## config.mk

```make
export PLATFORM = sky130hd
export DESIGN_NAME = ets_seq
export DESIGN_NICKNAME = d
export VERILOG_FILES = /design/src/rtl/ets_pkg.sv /design/src/rtl/ets_seq.sv
export SDC_FILE = /design/constraint.sdc
export NUM_CORES = 2
export LEC_CHECK = 0
export BUFFER_PORTS_ARGS = -buffer_cell sky130_fd_sc_hd__buf_2
export CORE_ASPECT_RATIO = 0.5
export CORE_MARGIN = 3
export CORE_UTILIZATION = 54
export CTS_CLUSTER_DIAMETER = 200
export DETAILED_ROUTE_END_ITERATION = 8
export GPL_TIMING_DRIVEN = 0
export HOLD_SLACK_MARGIN = 0.12
export PLACE_DENSITY_LB_ADDON = 0.05
export SYNTH_ARGS = -nofsm -noshare
export SYNTH_HDL_FRONTEND = slang
export SYNTH_SLANG_ARGS = --single-unit
```

## constraint.sdc

```tcl
create_clock -name clk -period 12.89 [get_ports clk]
set_input_delay 1.9335 -clock clk [delete_from_list [all_inputs] [get_ports clk]]
set_output_delay 1.9335 -clock clk [all_outputs]
set_load 0.1 [all_outputs]
```

## src/rtl/ets_pkg.sv

```systemverilog
`default_nettype none

package ets_pkg;

  // fixed payload widths of the two channels
  localparam int unsigned LIMIT_W     = 17;
  localparam int unsigned SUM_W       = 32;
  localparam int unsigned IN_TDATA_W  = 24;
  localparam int unsigned OUT_TDATA_W = 32;

endpackage

`default_nettype wire

```

## src/rtl/ets_seq.sv

```systemverilog
`default_nettype none

module ets_seq
  import ets_pkg::*;
#(
  parameter int unsigned MAX_N       = 65536,
  parameter int unsigned PRIME_SLOTS = 8192,
  parameter int unsigned NW          = $clog2(MAX_N + 1),
  parameter int unsigned TW          = $clog2(MAX_N),
  parameter int unsigned PAW         = (PRIME_SLOTS > 1) ? $clog2(PRIME_SLOTS) : 1
) (
  input  wire logic                   clk,
  input  wire logic                   rst_n,
  input  wire logic                   in_tvalid,
  output logic                        in_tready,
  input  wire logic [IN_TDATA_W-1:0]  in_tdata,
  output logic                        out_tvalid,
  input  wire logic                   out_tready,
  output logic [OUT_TDATA_W-1:0]      out_tdata,
  output logic                        out_tuser,
  output logic                        tbl_we,
  output logic [NW-1:0]               tbl_waddr,
  output logic [NW+TW-1:0]            tbl_wdata,
  output logic [NW-1:0]               tbl_raddr,
  input  wire logic [NW+TW-1:0]       tbl_rdata,
  output logic                        prm_we,
  output logic [PAW-1:0]              prm_waddr,
  output logic [NW-1:0]               prm_wdata,
  output logic [PAW-1:0]              prm_raddr,
  input  wire logic [NW-1:0]          prm_rdata
);

  localparam int unsigned CW = $clog2(PRIME_SLOTS + 1);
  localparam int unsigned XW = (NW > LIMIT_W) ? NW : LIMIT_W;

  typedef enum logic [2:0] {S_CLR, S_IDLE, S_CHK, S_WALK, S_DONE} state_t;

  state_t           state_r, state_nxt;
  logic [NW-1:0]    clr_r, clr_nxt;
  logic [NW-1:0]    n_r, n_nxt;
  logic [NW-1:0]    i_r, i_nxt;
  logic [CW-1:0]    cnt_r, cnt_nxt;
  logic [CW-1:0]    rd_j_r, rd_j_nxt;
  logic             pv_r, pv_nxt;
  logic             mv_r, mv_nxt;
  logic [2*NW-1:0]  m_r, m_nxt;
  logic [TW+NW-1:0] ph_r, ph_nxt;
  logic [NW-1:0]    p_r, p_nxt;
  logic             eq_r, eq_nxt;
  logic [NW-1:0]    spf_r, spf_nxt;
  logic [TW-1:0]    phi_i_r, phi_i_nxt;
  logic [SUM_W-1:0] sum_r, sum_nxt;
  logic             oor_r, oor_nxt;
  logic             out_valid_r, out_valid_nxt;
  logic [SUM_W-1:0] out_sum_r, out_sum_nxt;
  logic             out_oor_r, out_oor_nxt;

  logic [XW-1:0]    lim_x;
  logic             lim_oor;
  logic [NW-1:0]    rd_mk;
  logic [TW-1:0]    rd_ph;
  logic             marked;
  logic             store;
  logic [TW-1:0]    phi_cur;
  logic [NW-1:0]    spf_cur;
  logic [NW:0]      i_inc;
  logic             last_i;
  logic [NW-1:0]    fac;
  logic [2*NW-1:0]  m_prod;
  logic [TW+NW-1:0] ph_prod;
  logic             over;
  logic             brk;
  logic             iss;
  logic             walk_end;

  assign lim_x   = XW'(in_tdata[LIMIT_W-1:0]);
  assign lim_oor = lim_x > XW'(MAX_N);

  // table entry: marking prime (zero when unmarked) above phi
  assign rd_mk   = tbl_rdata[NW+TW-1:TW];
  assign rd_ph   = tbl_rdata[TW-1:0];
  assign marked  = rd_mk != '0;
  assign store   = !marked && (cnt_r < CW'(PRIME_SLOTS));
  assign phi_cur = marked ? rd_ph : TW'(i_r - NW'(1));
  // smallest listed prime dividing i, zero if none is listed
  assign spf_cur = marked ? rd_mk : (store ? i_r : '0);

  assign i_inc  = {1'b0, i_r} + (NW+1)'(1);
  assign last_i = i_inc > {1'b0, n_r};

  // product stage, fed straight from the prime list read port
  assign fac     = (prm_rdata == spf_r) ? prm_rdata : prm_rdata - NW'(1);
  assign m_prod  = {{NW{1'b0}}, prm_rdata} * {{NW{1'b0}}, i_r};
  assign ph_prod = {{NW{1'b0}}, phi_i_r} * {{TW{1'b0}}, fac};

  assign over     = m_r > {{NW{1'b0}}, n_r};
  assign brk      = over || eq_r;
  assign iss      = rd_j_r < cnt_r;
  assign walk_end = (mv_r && brk) || (!iss && !pv_r && !mv_r);

  assign in_tready  = state_r == S_IDLE;
  assign out_tvalid = out_valid_r;
  assign out_tdata  = out_sum_r;
  assign out_tuser  = out_oor_r;
  assign tbl_raddr  = i_nxt;
  assign prm_raddr  = rd_j_r[PAW-1:0];
  assign prm_waddr  = cnt_r[PAW-1:0];
  assign prm_wdata  = i_r;

  always_comb begin
    state_nxt     = state_r;
    clr_nxt       = clr_r;
    n_nxt         = n_r;
    i_nxt         = i_r;
    cnt_nxt       = cnt_r;
    rd_j_nxt      = rd_j_r;
    pv_nxt        = 1'b0;
    mv_nxt        = 1'b0;
    m_nxt         = m_prod;
    ph_nxt        = ph_prod;
    p_nxt         = prm_rdata;
    eq_nxt        = prm_rdata == spf_r;
    spf_nxt       = spf_r;
    phi_i_nxt     = phi_i_r;
    sum_nxt       = sum_r;
    oor_nxt       = oor_r;
    out_valid_nxt = out_valid_r && !out_tready;
    out_sum_nxt   = out_sum_r;
    out_oor_nxt   = out_oor_r;
    tbl_we        = 1'b0;
    tbl_waddr     = i_r;
    tbl_wdata     = '0;
    prm_we        = 1'b0;
    unique case (state_r)
      S_CLR: begin
        tbl_we    = 1'b1;
        tbl_waddr = clr_r;
        if (clr_r == NW'(MAX_N)) begin
          state_nxt = S_IDLE;
        end else begin
          clr_nxt = clr_r + NW'(1);
        end
      end
      S_IDLE: begin
        if (in_tvalid) begin
          oor_nxt = lim_oor;
          n_nxt   = lim_x[NW-1:0];
          cnt_nxt = '0;
          i_nxt   = NW'(2);
          sum_nxt = (!lim_oor && lim_x != '0) ? SUM_W'(1) : '0;
          if (lim_oor || lim_x < XW'(2)) begin
            state_nxt = S_DONE;
          end else begin
            state_nxt = S_CHK;
          end
        end
      end
      S_CHK: begin
        // entry i is final here; clear its mark on the way back
        tbl_we    = 1'b1;
        tbl_waddr = i_r;
        tbl_wdata = {{NW{1'b0}}, phi_cur};
        sum_nxt   = sum_r + SUM_W'(phi_cur);
        phi_i_nxt = phi_cur;
        spf_nxt   = spf_cur;
        if (store) begin
          prm_we  = 1'b1;
          cnt_nxt = cnt_r + CW'(1);
        end
        rd_j_nxt  = '0;
        state_nxt = S_WALK;
      end
      S_WALK: begin
        pv_nxt   = iss && !walk_end;
        rd_j_nxt = rd_j_r + CW'(pv_nxt);
        mv_nxt   = pv_r && !walk_end;
        if (mv_r && !over) begin
          tbl_we    = 1'b1;
          tbl_waddr = m_r[NW-1:0];
          tbl_wdata = {p_r, ph_r[TW-1:0]};
        end
        if (walk_end) begin
          if (last_i) begin
            state_nxt = S_DONE;
          end else begin
            i_nxt     = i_inc[NW-1:0];
            state_nxt = S_CHK;
          end
        end
      end
      S_DONE: begin
        if (!out_valid_r || out_tready) begin
          out_valid_nxt = 1'b1;
          out_sum_nxt   = sum_r;
          out_oor_nxt   = oor_r;
          state_nxt     = S_IDLE;
        end
      end
      default: begin
        state_nxt = S_IDLE;
      end
    endcase
  end

  always_ff @(posedge clk) begin
    if (!rst_n) begin
      state_r     <= S_CLR;
      clr_r       <= '0;
      cnt_r       <= '0;
      rd_j_r      <= '0;
      pv_r        <= 1'b0;
      mv_r        <= 1'b0;
      out_valid_r <= 1'b0;
    end else begin
      state_r     <= state_nxt;
      clr_r       <= clr_nxt;
      cnt_r       <= cnt_nxt;
      rd_j_r      <= rd_j_nxt;
      pv_r        <= pv_nxt;
      mv_r        <= mv_nxt;
      out_valid_r <= out_valid_nxt;
    end
  end

  always_ff @(posedge clk) begin
    n_r       <= n_nxt;
    i_r       <= i_nxt;
    m_r       <= m_nxt;
    ph_r      <= ph_nxt;
    p_r       <= p_nxt;
    eq_r      <= eq_nxt;
    spf_r     <= spf_nxt;
    phi_i_r   <= phi_i_nxt;
    sum_r     <= sum_nxt;
    oor_r     <= oor_nxt;
    out_sum_r <= out_sum_nxt;
    out_oor_r <= out_oor_nxt;
  end

  a_cnt_bound: assert property (@(posedge clk) disable iff (!rst_n)
    cnt_r <= CW'(PRIME_SLOTS))
    else $error("prime count beyond list size");

  a_walk_idx: assert property (@(posedge clk) disable iff (!rst_n)
    state_r == S_WALK |-> rd_j_r <= cnt_r)
    else $error("prime walk index past list end");

  a_pipe_order: assert property (@(posedge clk) disable iff (!rst_n)
    mv_r |-> $past(pv_r))
    else $error("product stage valid without a prime read");

  a_i_window: assert property (@(posedge clk) disable iff (!rst_n)
    state_r == S_CHK |-> (i_r >= NW'(2) && i_r <= n_r))
    else $error("sieve index outside 2..n");

  a_load_out: assert property (@(posedge clk) disable iff (!rst_n)
    (state_r == S_DONE && state_nxt == S_IDLE) |=> out_valid_r)
    else $error("finished result not presented");

endmodule

`default_nettype wire

```

### Word level (Yosys, flattened, before mapping)

Index checks and enable logic that the tools add are counted.

* flip-flop bits (word level): 252
* logic and storage cells: 113

* add/sub/neg operators: 7
* multipliers: 2
* magnitude comparators: 6
* equal/unequal tests: 11
* multiplexer cells: 32
* bitwise operators: 1
* reductions and logical operators: 35

Operators by type and width (count)
* $mux W17: 7
* $pmux W17 S2: 2
* $pmux W33 S2: 1
* $pmux W32 S2: 1
* $pmux W14 S2: 2
* $gt A34 B17 Y1: 1
* $mul A17 B17 Y34: 1
* $reduce_bool A17 Y1: 2
* $mux W33: 1
* $add A32 B16 Y32: 1
* $mux W32: 1
* $mux W14: 2
* $add A17 B1 Y18 const B: 1
* $gt A18 B17 Y1: 1
* $mux W3: 6
* $add A17 B1 Y17 const B: 1
* $eq A17 B17 Y1: 1
* $eq A17 B17 Y1 const B: 1
* $gt A17 B17 Y1 const B: 1
* $lt A17 B2 Y1 const B: 1
* $mul A16 B17 Y16: 1
* $sub A17 B1 Y17 const B: 1
* $mux W16: 1
* $sub A16 B1 Y16 const B: 1
* 21 further kinds: 55

### Longest topological paths before layout

* depth after elaboration: 9
* depth in mapped cells: 31
* gate-level depth less buffers: 29

### Worst setup path before layout

OpenSTA, ideal clock, no wires.

* path type: input -> register
* from: in prm_rdata[15]
* to: reg ph_r[15]
* setup time: 0.118 ns
* data arrival time: 8.062 ns
* data required time: 12.772 ns
* slack: 4.710 ns
* stages on the path: 26
* cell sequence: buf_4 xnor2_1 nand4_1 nor3_4 nand2_2 buf_6 mux2i_1 clkbuf_1 nand2_1 fa_1 fa_1 inv_1 fa_1 fa_1 inv_1 fa_1 fa_1 xor2_1 xnor2_1 xnor2_1 xnor2_1 xnor2_1 xnor2_1 xnor2_1 xnor3_1 xor2_1

* longest elaborated chain between the ends: 3
* elaborated cells on any way between the ends: 4

RTL lines
* from (decl): RTL line ets_seq.sv:30 `input wire logic [NW-1:0] prm_rdata`
* $sub A17 B1 Y17 or $eq A17 B17 Y1 (tied branches): RTL line ets_seq.sv:92 `assign fac = (prm_rdata == spf_r) ? prm_rdata : prm_rdata - NW'(1);`
* $mux W17 *: RTL line ets_seq.sv:92
* $mul A16 B17 Y16 *: RTL line ets_seq.sv:94 `assign ph_prod = {{NW{1'b0}}, phi_i_r} * {{TW{1'b0}}, fac};`
* named net ph_nxt[15]: RTL line ets_seq.sv:47 `logic [TW+NW-1:0] ph_r, ph_nxt;`
* to (signal assigned): RTL line ets_seq.sv:229 `ph_r <= ph_nxt;`
* to (decl): RTL line ets_seq.sv:47

Mark *: on every way through the listed nets, which the timed path passes. The rest lies on a longest branch.
A chain may end at the register's enable or synchronous reset.

### Final worst setup path

* from: in prm_rdata[5]
* to: reg m_r[33]

* longest elaborated chain between the ends: 1

RTL lines
* $mul A17 B17 Y34: RTL line ets_seq.sv:93 `assign m_prod = {{NW{1'b0}}, prm_rdata} * {{NW{1'b0}}, i_r};`
* named net m_nxt[33]: RTL line ets_seq.sv:46 `logic [2*NW-1:0] m_r, m_nxt;`
* to (signal assigned): RTL line ets_seq.sv:228 `m_r <= m_nxt;`
* to (decl): RTL line ets_seq.sv:46

The timed path passes the listed nets, and every way through them passes these cells.

==> impl_summary.log <==
[metrics] Top cell by count, worst path: fa_1
[metrics] post-synthesis cell area: 26000 um^2
[metrics] post-layout minimum cycle time: 8.96 ns
[metrics] area of the core region: 47200 um^2
[metrics] most common cell after layout, fill and taps aside: inv_1
[metrics] ratio of cells with drive above 1 in the final layout: 10.3%
[metrics] proportion of netlist area held by the largest area contributor: 23.5%
[metrics] overall die area: 51000 um^2
[metrics] instance count of the mapped netlist: 2819
[metrics] DRC violation count after routing: 0
[metrics] Slew Viols, Final: 0
[metrics] slowest cell on the critical path: clkbuf_1
[metrics] initial antenna violation count: 3
[metrics] starting density of the core: 55.0%
[metrics] CTS sink cnt: 252
[metrics] TritonCTS buffer count: 25
[metrics] total routing resource utilization after global routing: 29.7%
[metrics] first drt pass iteration count: 5
[metrics] clk_skew: 0.0180 ns
[metrics] Crit path largest cell delay: 0.66 ns
[metrics] Peak VDD IR: 196 uV
[metrics] CP Buf/Inv Count: 9
[metrics] total via count in the routed design: 20.4k
[metrics] number of synthesized flops with an enable pin: 116
[metrics] buffers inserted during post-CTS setup optimization: 0
[metrics] synth unique cells: 68
[metrics] global route overflow: 0
[metrics] Site Rows: 56
[metrics] number of maximum-capacitance constraint violations: 0
[metrics] most common flop cell mapped by yosys: dfxtp_1
[metrics] insertion delay of the later-clocked pin in the worst-skew pair: 0.58 ns
[metrics] Fin. Hold Viols: 0
[metrics] gate family responsible for the most delay along the worst path: adder cells
[metrics] clock slew at the register clock pins of the worst setup and hold paths: 0.07 ns
[metrics] dpl hpwl: 59200 um
[metrics] maximum clock path buffer count: 3
[metrics] startpoint types: primary input
[metrics] maximum number of pins on one net before global-route repair: 35
[metrics] setup slack of the most critical reg-to-reg path: 5.01 ns
[metrics] average wire per cell in the routed design: 19.9 um
[metrics] HP Class: flip-flop to flip-flop
[metrics] fraction of the yosys area taken by sequential cells: 23.9%
[metrics] first-iteration detailed-routing DRC count: 1458
[metrics] global-route wire length before repair: 117000 um
[metrics] total power divided by cell area: 179 nW/um^2
[metrics] net count of the mapped netlist: 3431
[metrics] area growth from synthesis to final layout: 10.6%
[metrics] Synth Area per Inst: 9.22 um^2
[metrics] Worst Tran Pin Value: 1.15 ns
[metrics] number of nets in the finished design: 3677
[metrics] width of the die: 316 um
[metrics] post-synthesis register bit count: 252
[metrics] TritonCTS clock tree: built
[metrics] final setup violation count: 0
[metrics] dominant cells by area after synthesis: fa_1 (23%), edfxtp_1 (13%), ha_1 (11%)
[metrics] post-route antenna net violation count: 0
[metrics] Leakage: 14.0 nW
[metrics] worst endpoint data arrival time: 9.46 ns
[metrics] summed negative setup slack over all endpoints: 0 ns
[metrics] count of hold buffers inserted by post-cts repair: 0
[metrics] overall routed net length: 74100 um
[metrics] master cell of the clock root buffer: clkbuf_16
[metrics] post-synth top area cell: fa_1
[metrics] number of warnings issued by yosys: 0
[metrics] status: finished, final reports clean
[metrics] highest-count cells in the layout ignoring fill and taps: inv_1 (464), nand2_1 (327), fa_1 (305)
[metrics] final core utilization: 60.9%
[metrics] RePlAce Congestion: 0.960
[metrics] ys async rst share: 0%
[metrics] vias in the first global route: 20.5k
[metrics] die height: 161 um
[metrics] CP max FO: 10
[metrics] worst path required time: 13.38 ns
[metrics] Resized cells post-CTS: 0
[metrics] via-per-instance ratio: 5.47
[metrics] share of the clock period used by the worst path: 69.5%
[metrics] I/O pins: 225
[metrics] RSZ-0062 raised after global routing: false
[metrics] Peak Freq: 0.112 GHz
[metrics] I/O Buffers: 217
[metrics] sum of internal, switching and leakage power: 5.14 mW
[metrics] Worst Setup End Kind: flip-flop
[metrics] crit path kind: primary input to flip-flop
[metrics] number of H-tree levels: 1
[metrics] worst-case headroom to the max-slew limit: 23.1%
-- final timing paths --
path / start / endpoint / cells after the start
setup reg to reg: prm_wdata[10] / m_r[33] / 24
hold / removal: oor_r / out_tuser / 0
setup / recovery: prm_rdata[5] / m_r[33] / 26
hold reg to reg: oor_r / out_tuser / 0
-- power breakdown --
| part | total (mW) | switching, mW | internal (mW) |
|---|---|---|---|
| clock | 0.754 | 0.365 | 0.389 |
| combinational | 3.38 | 1.91 | 1.47 |
| sequential | 1.01 | 0.0454 | 0.964 |
| total | 5.14 | 2.32 | 2.82 |
-- synthesized netlist by cell type (8+ instances only) --
cell type / number
and3_1: 28
edfxtp_1: 116
nand2b_1: 21
inv_1: 464
buf_4: 27
mux2i_1: 8
nand4_1: 29
o21a_1: 9
a22o_1: 31
xnor2_1: 124
nor2_1: 117
a21o_1: 65
or3_1: 12
o21bai_1: 11
nor3_1: 16
nor4_1: 19
o211ai_1: 12
nand2_1: 328
clkbuf_1: 112
xor2_1: 45
nand3_1: 68
nor2b_1: 21
o21ai_0: 47
dfxtp_1: 136
buf_1: 15
a21oi_1: 79
fa_1: 305
and2_1: 229
ha_1: 229
-- per-stage QoR --
| stage | worst slack [ns] | cell area, um^2 | instances | hold WS [ns] |
|---|---|---|---|---|
| after floorplan | 4.71 | 26000 | 2819 | 0.400 |
| after detailed placement | 3.48 | 27900 | 3676 | 0.408 |
| after global placement | 3.44 | 27900 | 3674 | 0.406 |
| after global routing | 3.55 | 28700 | 3722 | 0.458 |
| after CTS | 4.06 | 28700 | 3722 | 0.425 |
| final | 3.93 | 28700 | 3723 | 0.424 |
-- final cells by class --
type | instances | area [um^2]
Timing Repair Buffer | 219 | 1130
Fill cell | 4288 | 18500
Clock inverter | 14 | 128
Buffer | 161 | 741
Multi-Input combinational cell | 1941 | 17300
Sequential cell | 252 | 6210
Inverter | 465 | 1750
Clock buffer | 32 | 683
Antenna cell | 1 | 2.50
Tap cell | 638 | 798
-- routing by layer --
metal	wire length (um)	global-route usage [%]
met4	1960	7.48
met2	33800	47.7
met3	5970	6.22
met1	32400	41.3
met5	14	0
-- logic make-up (layout without fill, tap and decap cells) --
| group | Yosys count | count (layout) | share of synthesized area [%] |
|---|---|---|---|
| fa+ha+maj | 534 | 534 | 34.5 |
| compound gates | 305 | 305 | 7.95 |
| other cells | 0 | 1 | 0 |
| simple gates | 919 | 919 | 17.7 |
| buf+inv | 626 | 891 | 9.56 |
| xor+xnor | 172 | 172 | 5.93 |
| mux | 11 | 11 | 0.438 |
| flops | 252 | 252 | 23.9 |
-- worst register-to-register path, stage by stage, from the launching register on --
cell,delay (ns)
dfxtp_1,0.49
clkbuf_1,0.63
clkbuf_1,0.58
nand2_1,0.17
fa_1,0.57
inv_1,0.06
fa_1,0.49
inv_1,0.05
fa_1,0.50
inv_1,0.07
fa_1,0.54
fa_1,0.56
inv_1,0.06
fa_1,0.52
inv_1,0.04
ha_1,0.34
and2_1,0.22
and3_1,0.19
a32o_1,0.26
a41oi_1,0.35
o211ai_1,0.18
a31o_2,0.26
a21oi_1,0.27
o21ai_0,0.18
xnor2_1,0.21
-- flip-flops by register name, summed over array words and instances, names as in the netlist --
signal,flops
prm_wdata,17
spf_r,17
out_tuser,1
ph_r,16
out_tdata,32
out_tvalid,1
eq_r,1
phi_i_r,16
clr_r,17
m_r,34
oor_r,1
pv_r,1
state_r,3
cnt_r,14
rd_j_r,14
mv_r,1
sum_r,32
n_r,17
p_r,17
No activity file was read; power rests on OpenSTA's default activity.
